**src/sv/spkrm_pkg.sv**
```systemverilog
// ----------------------------------------------------------------------------
// spkrm_pkg
// Types and constants shared by the spike removal glyph map unit.
// ----------------------------------------------------------------------------
package spkrm_pkg;

   localparam int unsigned LevelW   = 4;
   localparam int unsigned GlyphW   = 7;
   localparam int unsigned ColsW    = 7;
   localparam int unsigned SumW     = 6;
   localparam int unsigned CntW     = 3;

   localparam logic [LevelW-1:0] TopLevel    = 4'd9;
   localparam logic [ColsW-1:0]  ColsReset   = 7'd30;

   localparam logic OpPixel = 1'b0;
   localparam logic OpDrain = 1'b1;

   typedef logic [LevelW-1:0] level_type;

   typedef struct packed {
      level_type centre;
      level_type right;
      level_type down;
      level_type left;
      level_type up;
      logic      has_right;
      logic      has_down;
      logic      has_left;
      logic      has_up;
   } spkrm_nbr_type;

   function automatic logic [GlyphW-1:0] glyph_of(input level_type level);
      logic [GlyphW-1:0] code;
      case (level)
         4'd0:    code = 7'd32;
         4'd1:    code = 7'd46;
         4'd2:    code = 7'd39;
         4'd3:    code = 7'd58;
         4'd4:    code = 7'd126;
         4'd5:    code = 7'd42;
         4'd6:    code = 7'd61;
         4'd7:    code = 7'd38;
         4'd8:    code = 7'd37;
         default: code = 7'd35;
      endcase
      return code;
   endfunction

endpackage

```
**src/sv/spkrm_line_store.sv**
```systemverilog
// ----------------------------------------------------------------------------
// spkrm_line_store
// Raw and cleaned line memories, one write and one registered read port each.
// ----------------------------------------------------------------------------
module spkrm_line_store #(
   parameter int unsigned MaxColumns = 64
) (
   input  logic                            clock,
   input  logic                            raw_we,
   input  logic [$clog2(MaxColumns)-1:0]   raw_waddr,
   input  spkrm_pkg::level_type            raw_wdata,
   input  logic [$clog2(MaxColumns)-1:0]   raw_raddr,
   output spkrm_pkg::level_type            raw_rdata,
   input  logic                            cln_we,
   input  logic [$clog2(MaxColumns)-1:0]   cln_addr,
   input  spkrm_pkg::level_type            cln_wdata,
   output spkrm_pkg::level_type            cln_rdata
);
   import spkrm_pkg::*;

   level_type raw_mem [MaxColumns];
   level_type cln_mem [MaxColumns];
   level_type raw_rdata_ff;
   level_type cln_rdata_ff;

   always_ff @(posedge clock) begin
      if (raw_we) begin
         raw_mem[raw_waddr] <= raw_wdata;
      end
      raw_rdata_ff <= raw_mem[raw_raddr];
   end

   always_ff @(posedge clock) begin
      if (cln_we) begin
         cln_mem[cln_addr] <= cln_wdata;
      end
      cln_rdata_ff <= cln_mem[cln_addr];
   end

   assign raw_rdata = raw_rdata_ff;
   assign cln_rdata = cln_rdata_ff;

endmodule

```
**src/sv/spkrm_clean_calc.sv**
```systemverilog
// ----------------------------------------------------------------------------
// spkrm_clean_calc
// Spike test against the present neighbours and rounded neighbour mean.
// ----------------------------------------------------------------------------
module spkrm_clean_calc (
   input  spkrm_pkg::spkrm_nbr_type nbr,
   output spkrm_pkg::level_type     level
);
   import spkrm_pkg::*;

   logic [CntW-1:0]   n;
   logic [SumW-1:0]   sum;
   logic              spike;
   logic [SumW:0]     x3;
   logic [SumW+6:0]   prod3;
   level_type         mean;

   always_comb begin
      n     = '0;
      sum   = '0;
      spike = 1'b1;
      if (nbr.has_right) begin
         n   = n + 1'b1;
         sum = sum + SumW'(nbr.right);
         if ({1'b0, nbr.centre} < {1'b0, nbr.right} + 5'd2) spike = 1'b0;
      end
      if (nbr.has_down) begin
         n   = n + 1'b1;
         sum = sum + SumW'(nbr.down);
         if ({1'b0, nbr.centre} < {1'b0, nbr.down} + 5'd2) spike = 1'b0;
      end
      if (nbr.has_left) begin
         n   = n + 1'b1;
         sum = sum + SumW'(nbr.left);
         if ({1'b0, nbr.centre} < {1'b0, nbr.left} + 5'd2) spike = 1'b0;
      end
      if (nbr.has_up) begin
         n   = n + 1'b1;
         sum = sum + SumW'(nbr.up);
         if ({1'b0, nbr.centre} < {1'b0, nbr.up} + 5'd2) spike = 1'b0;
      end
   end

   // divide by six as multiply by 43 and shift by 8
   assign x3    = {sum, 1'b0} + (SumW+1)'(3);
   assign prod3 = (SumW+7)'(x3) * (SumW+7)'(43);

   always_comb begin
      case (n)
         3'd1:    mean = LevelW'(sum);
         3'd2:    mean = LevelW'((sum + 1'b1) >> 1);
         3'd3:    mean = LevelW'(prod3 >> 8);
         3'd4:    mean = LevelW'((sum + 2'd2) >> 2);
         default: mean = nbr.centre;
      endcase
   end

   assign level = (n != '0 && spike) ? mean : nbr.centre;

endmodule

```
**src/sv/spike_removal_glyph_map_unit.sv**
```systemverilog
// ----------------------------------------------------------------------------
// spike_removal_glyph_map_unit
// Four-neighbour spike removal over a raster stream, emitted one row late
// with the glyph code of each cleaned level.
// ----------------------------------------------------------------------------
// Sequence: a request that yields a result passes the states idle (line memory
// read of the centre and up entries), read (read of the right entry) and calc
// (clean and write back, held while rsp is stalled), and is then shown on rsp
// from a register. A first-row request or an ignored drain does not leave idle.
// Reset: synchronous, clears counters and flags but sets the top-row flag, and sets 30 columns; line
// memories are not cleared.
module spike_removal_glyph_map_unit #(
   parameter int unsigned MaxColumns = 64
) (
   input  logic        clock,
   input  logic        reset,
   input  logic        req_tvalid,
   output logic        req_tready,
   input  logic [7:0]  req_tdata,   // [3:0] pixel_level
   input  logic        req_tuser,   // op
   output logic        rsp_tvalid,
   input  logic        rsp_tready,
   output logic [15:0] rsp_tdata,   // [3:0] clean_level, [10:4] glyph_code
   output logic        rsp_tuser,   // row_end
   output logic        rsp_tlast,   // frame_end
   input  logic        csr_wr_en,
   input  logic [6:0]  csr_wr_data  // columns_in_use
);
   import spkrm_pkg::*;

   localparam int unsigned AddrW = $clog2(MaxColumns);
   localparam int unsigned CntColW = $clog2(MaxColumns + 1);
   localparam int unsigned CmpW = (CntColW > ColsW) ? CntColW : ColsW;

   typedef enum logic [2:0] {
      S_IDLE = 3'b001,
      S_READ = 3'b010,
      S_CALC = 3'b100
   } state_type;

   state_type         state_ff, state_in;
   logic [ColsW-1:0]  cols_ff;
   logic [AddrW-1:0]  col_ff, col_in;
   level_type         left_ff, left_in;
   logic              row_buf_ff, row_buf_in;
   logic              top_row_ff, top_row_in;
   logic              op_ff;
   level_type         pix_ff;
   logic              last_ff;
   level_type         centre_ff;
   level_type         up_ff;
   logic              rsp_tvalid_ff, rsp_tvalid_in;
   level_type         rsp_level_ff;
   logic              rsp_row_end_ff;
   logic              rsp_frame_end_ff;

   logic [CmpW-1:0]   cols_ext;
   logic [CmpW-1:0]   act_cols;
   logic [CmpW:0]     col_next_ext;
   logic              last;
   logic              accept;
   level_type         pix_clamp;
   logic              go;
   logic              commit;

   logic              raw_we;
   level_type         raw_wdata;
   logic [AddrW-1:0]  raw_raddr;
   level_type         raw_rdata;
   level_type         cln_rdata;
   spkrm_nbr_type     nbr;
   level_type         clean_level;

   assign cols_ext     = CmpW'(cols_ff);
   assign act_cols     = (cols_ff == '0) ? CmpW'(1)
                       : (cols_ext > CmpW'(MaxColumns)) ? CmpW'(MaxColumns) : cols_ext;
   assign col_next_ext = (CmpW+1)'(col_ff) + 1'b1;
   assign last         = col_next_ext >= (CmpW+1)'(act_cols);

   assign req_tready = (state_ff == S_IDLE);
   assign accept     = req_tvalid && req_tready;
   assign pix_clamp  = (req_tdata[3:0] > TopLevel) ? TopLevel : req_tdata[3:0];
   assign go         = !rsp_tvalid_ff || rsp_tready;
   assign commit     = (state_ff == S_CALC) && go;

   assign raw_we    = (accept && req_tuser == OpPixel && !row_buf_ff) ||
                      (commit && op_ff == OpPixel);
   assign raw_wdata = (state_ff == S_IDLE) ? pix_clamp : pix_ff;
   assign raw_raddr = (state_ff == S_IDLE) ? col_ff : AddrW'(col_next_ext);

   spkrm_line_store #(
      .MaxColumns (MaxColumns)
   ) u_line_store (
      .clock     (clock),
      .raw_we    (raw_we),
      .raw_waddr (col_ff),
      .raw_wdata (raw_wdata),
      .raw_raddr (raw_raddr),
      .raw_rdata (raw_rdata),
      .cln_we    (commit),
      .cln_addr  (col_ff),
      .cln_wdata (clean_level),
      .cln_rdata (cln_rdata)
   );

   always_comb begin
      nbr.centre    = centre_ff;
      nbr.right     = raw_rdata;
      nbr.down      = pix_ff;
      nbr.left      = left_ff;
      nbr.up        = up_ff;
      nbr.has_right = !last_ff;
      nbr.has_down  = (op_ff == OpPixel);
      nbr.has_left  = (col_ff != '0);
      nbr.has_up    = !top_row_ff;
   end

   spkrm_clean_calc u_clean_calc (
      .nbr   (nbr),
      .level (clean_level)
   );

   always_comb begin
      state_in      = state_ff;
      col_in        = col_ff;
      left_in       = left_ff;
      row_buf_in    = row_buf_ff;
      top_row_in    = top_row_ff;
      rsp_tvalid_in = rsp_tvalid_ff && !rsp_tready;
      unique case (state_ff)
         S_IDLE: begin
            if (accept) begin
               if (!row_buf_ff) begin
                  if (req_tuser == OpPixel) begin
                     if (last) begin
                        col_in     = '0;
                        row_buf_in = 1'b1;
                     end else begin
                        col_in = AddrW'(col_next_ext);
                     end
                  end
               end else begin
                  state_in = S_READ;
               end
            end
         end
         S_READ: begin
            state_in = S_CALC;
         end
         S_CALC: begin
            if (go) begin
               state_in      = S_IDLE;
               rsp_tvalid_in = 1'b1;
               if (last_ff) begin
                  col_in  = '0;
                  left_in = '0;
                  if (op_ff == OpDrain) begin
                     row_buf_in = 1'b0;
                     top_row_in = 1'b1;
                  end else begin
                     top_row_in = 1'b0;
                  end
               end else begin
                  col_in  = AddrW'(col_next_ext);
                  left_in = clean_level;
               end
            end
         end
         default: begin
            state_in = S_IDLE;
         end
      endcase
   end

   always_ff @(posedge clock) begin
      if (reset) begin
         state_ff      <= S_IDLE;
         cols_ff       <= ColsReset;
         col_ff        <= '0;
         left_ff       <= '0;
         row_buf_ff    <= 1'b0;
         top_row_ff    <= 1'b1;
         rsp_tvalid_ff <= 1'b0;
      end else begin
         state_ff      <= state_in;
         col_ff        <= col_in;
         left_ff       <= left_in;
         row_buf_ff    <= row_buf_in;
         top_row_ff    <= top_row_in;
         rsp_tvalid_ff <= rsp_tvalid_in;
         if (csr_wr_en) begin
            cols_ff <= csr_wr_data;
         end
      end
   end

   always_ff @(posedge clock) begin
      if (accept) begin
         op_ff   <= req_tuser;
         pix_ff  <= pix_clamp;
         last_ff <= last;
      end
      if (state_ff == S_READ) begin
         centre_ff <= raw_rdata;
         up_ff     <= cln_rdata;
      end
      if (commit) begin
         rsp_level_ff     <= clean_level;
         rsp_row_end_ff   <= last_ff;
         rsp_frame_end_ff <= last_ff && (op_ff == OpDrain);
      end
   end

   assign rsp_tvalid = rsp_tvalid_ff;
   assign rsp_tdata  = {5'd0, glyph_of(rsp_level_ff), rsp_level_ff};
   assign rsp_tuser  = rsp_row_end_ff;
   assign rsp_tlast  = rsp_frame_end_ff;

endmodule
```
**config.mk**
```make
export PLATFORM = sky130hd
export DESIGN_NAME = spike_removal_glyph_map_unit
export DESIGN_NICKNAME = d
export VERILOG_FILES = /design/src/sv/spkrm_pkg.sv /design/src/sv/spkrm_line_store.sv /design/src/sv/spkrm_clean_calc.sv /design/src/sv/spike_removal_glyph_map_unit.sv
export SDC_FILE = /design/constraint.sdc
export NUM_CORES = 1
export LEC_CHECK = 0
export BUFFER_PORTS_ARGS = -buffer_cell sky130_fd_sc_hd__buf_2
export CAP_MARGIN = 20
export CORE_UTILIZATION = 50
export CTS_CLUSTER_DIAMETER = 50
export DETAILED_ROUTE_END_ITERATION = 7
export PLACE_DENSITY = 0.77
export SLEW_MARGIN = 0
export SYNTH_ARGS = -nofsm -noshare
export SYNTH_HDL_FRONTEND = slang
export SYNTH_HIERARCHICAL = 1
export SYNTH_SLANG_ARGS = --single-unit
```
**constraint.sdc**
```tcl
create_clock -name clock -period 11.38 [get_ports clock]
set_clock_uncertainty 0.2 [all_clocks]
set_input_delay 1.138 -clock clock [delete_from_list [all_inputs] [get_ports clock]]
set_output_delay 1.138 -clock clock [all_outputs]
set_load 0.02 [all_outputs]
```
==> results.sh <==
export IMPL_grt_util_all_layers=0.214
export IMPL_synth_edf_count=532
export IMPL_yosysUniqueCellTypes=89
export IMPL_cts_tree="yes"
export IMPL_stdcell_area_um2=28400
export IMPL_synth_most_common_cell="edfxtp_1"
export IMPL_synth_seq_cells=569
export IMPL_dpl_hpwl_um=34800
export IMPL_outcome="completed"
export IMPL_synth_area_um2=25600
export IMPL_grt_pass1_wl_um=86400
export IMPL_pwr_density_cell_nw_per_um2=175
export IMPL_pin_count=41
export IMPL_die_h_um=228
export IMPL_cp_data_required_time_ns=11.73
export IMPL_crit_path_max_fanout=24
export IMPL_slowest_stage="a32oi_4"
export IMPL_whs_path_depth=0
export IMPL_min_period_ns=9.64
export IMPL_rr_worst_depth=34
export IMPL_worst_pin_slew_ns=1.14
export IMPL_cts_root_buf="clkbuf_16"
export IMPL_fillers=3766
export IMPL_ctsHtreeMaxLevel=2
export IMPL_place_area_um2=26300
export IMPL_firstDrtPassIters=6
export IMPL_drtIter0Drc=1701
export IMPL_drive_gt1_frac=0.170
export IMPL_diodes=0
export IMPL_die_w_um=228
export IMPL_drt_drc_violations_left=0
export IMPL_clock_latency_ns=0.65
export IMPL_setup_worst_path_class="flip-flop to flip-flop"
export IMPL_wl_per_cell_um=23.1
export IMPL_holdWs_ns=0.211
export IMPL_ys_flop_type="edfxtp_1"
export IMPL_wl_um=56000
export IMPL_place_port_buffers=30
export IMPL_cts_hold_buf=0
export IMPL_worst_setup_path_end_kind="flip-flop"
export IMPL_postSynthAreaPerCell_um2=15.2
export IMPL_vias=15000
export IMPL_ys_seq_area_frac=0.652
export IMPL_cts_num_sinks=569
export IMPL_fin_tns_setup_ns=0
export IMPL_cpPeakStageDelay_ns=0.66
export IMPL_synth_top_area_share=0.623
export IMPL_vdd_drop_max_mv=0.127
export IMPL_clk_transition_reported_paths_ns=0.06
export IMPL_syn_to_final_growth_pct=10.7
export IMPL_dieArea_um2=52200
export IMPL_start_util=0.509
export IMPL_final_antenna_net_count=0
export IMPL_crit_arrival_ns=9.99
export IMPL_grt_max_degree=67
export IMPL_globalplace_congestion=0.847
export IMPL_synthArstFlopShare=0
export IMPL_numCtsBuffers=56
export IMPL_final_cells=2424
export IMPL_hold_path_class="flip-flop to flip-flop"
export IMPL_yosysTopAreaCell="edfxtp_1"
export IMPL_syn_inst=1682
export IMPL_drv_slew=0
export IMPL_core_area_um2=50400
export IMPL_period_share=0.847
export IMPL_synth_area_leaders="edfxtp_1 62%, mux4_2 8.6%, ha_1 3.6%, dfxtp_1 2.9%, nor2_1 2.6%"
export IMPL_drv_cap=0
export IMPL_antenna_found_initial=0
export IMPL_grt_pass1_vias=14900
export IMPL_report_final_setup_viol=0
export IMPL_rows=82
export IMPL_cts_max_path_buffers=3
export IMPL_viasPerCell=6.17
export IMPL_gr_total_overflow=0
export IMPL_rsz0062_at_grt="no"
export IMPL_dpl_cell_count=2312
export IMPL_report_final_hold_viol_count=0
export IMPL_nets=1808
export IMPL_yosys_warnings=6
export IMPL_synthTopCellsByCount="532 x edfxtp_1, 180 x nor2_1, 98 x mux4_2"
export IMPL_critPathLaunchType="flip-flop"
export IMPL_p_leak_nw=9.49
export IMPL_cts_resized=0
export IMPL_max_clock_freq_mhz=104
export IMPL_slew_headroom=0.239
export IMPL_post_cts_buffers=0
-- cells by family (layout without fill, tap and decap cells) --
group,count (synthesis),in the layout,share of synthesized area
flip-flops,569,569,0.652
adder cells (fa/ha/maj),83,83,0.0431
XOR/XNOR,33,33,0.0121
AND/OR/NAND/NOR,436,436,0.0812
other,2,6,0.000293
AO/OA/AOI/OAI,229,229,0.0630
buffers and inverters,156,222,0.0305
multiplexers,174,174,0.118
-- sequential cells by signal, indices dropped and copies added (netlist names), 3 cells and up --
signal and count:
centre_ff 4, col_ff 6, cols_ext 7, left_ff 4, pix_ff 4, rsp_level_ff 4, rsp_tdata 6, state_ff 3
u_line_store/cln_mem 256, u_line_store/cln_rdata 4, u_line_store/raw_mem 256, u_line_store/raw_rdata 4, up_ff 4
-- worst max-delay path: cells and delay by family (launching register included) --
kind,cells,cell delay [ns]
AOI/OAI and AO/OA,7,2.13
adders and majority gates,8,3.13
muxes,4,0.95
buffers and inverters,7,0.98
DFF,1,0.42
xor gates and xnor gates,3,0.81
and+or+nand+nor,5,0.95
-- stage by stage --
step / setup slack, ns / total power (W) / util
after floorplan: 0.245 / 0.00288 / -
after global placement: 1.60 / 0.00301 / 0.522
after detailed placement: 1.33 / 0.00305 / 0.522
after CTS: 1.23 / 0.00498 / 0.561
after global routing: 1.11 / 0.00514 / 0.564
final: 1.74 / 0.00496 / 0.564
-- cell usage in the layout, fill, tap and decap left out, types with 6 or more instances in the layout --
cell type,synthesis,layout
a21oi_1,48,48
conb_1,2,6
buf_4,17,15
a211oi_1,10,10
mux2i_1,45,45
edfxtp_1,532,532
nand2b_1,19,19
fa_1,9,9
mux4_2,98,98
nand3_1,35,35
clkinv_1,3,15
nor3_1,16,16
buf_2,22,30
mux2_2,27,27
a221oi_1,14,14
o22ai_1,15,15
a211o_1,6,6
clkbuf_16,0,56
ha_1,74,74
and2_1,8,8
nand2_1,80,79
nor2_1,180,180
nand3b_1,14,14
and3_1,18,18
a22oi_1,15,15
a31oi_1,9,9
xor2_1,9,9
nor2b_1,29,29
clkbuf_1,37,9
a21o_1,13,13
xnor2_1,21,18
inv_1,57,57
o21ai_0,30,28
dfxtp_1,37,34
nand4_1,9,9
bufinv_16,0,9
o211ai_1,6,6
clkinv_2,0,10
-- final cells by class --
class,count,area (um^2),area share
clock inverters,40,529,0.0186
repair buffers,51,385,0.0136
well taps,672,841,0.0296
inverters,65,244,0.00859
multi-input cells,961,8230,0.290
clock buffers,66,1450,0.0510
flip-flops and latches,569,16700,0.589
-- report_power, final --
part           internal [W]  total (W)  switching [W]
logic              0.000248   0.000645       0.000397
registers           0.00236    0.00237     0.00000987
clock network       0.00113    0.00194       0.000811
-- worst paths after layout --
| path | from | endpoint | slack (ns) |
|---|---|---|---|
| setup / recovery | last_ff | rsp_tdata[6] | 1.74 |
| hold / removal | u_line_store/cln_rdata[0] | up_ff[0] | 0.21 |
| setup reg to reg | last_ff | rsp_tdata[6] | 1.74 |
| hold reg to reg | u_line_store/cln_rdata[0] | up_ff[0] | 0.21 |
-- per-layer routing --
layer,up-vias,track usage,routed length (um)
met4,0,0.0784,1800
met5,-,0,0
met2,731,0.345,27000
met3,136,0.0413,4500
met1,7562,0.289,22800
li1,6522,-,-
Note: power is estimated with default switching activity, not from simulation.
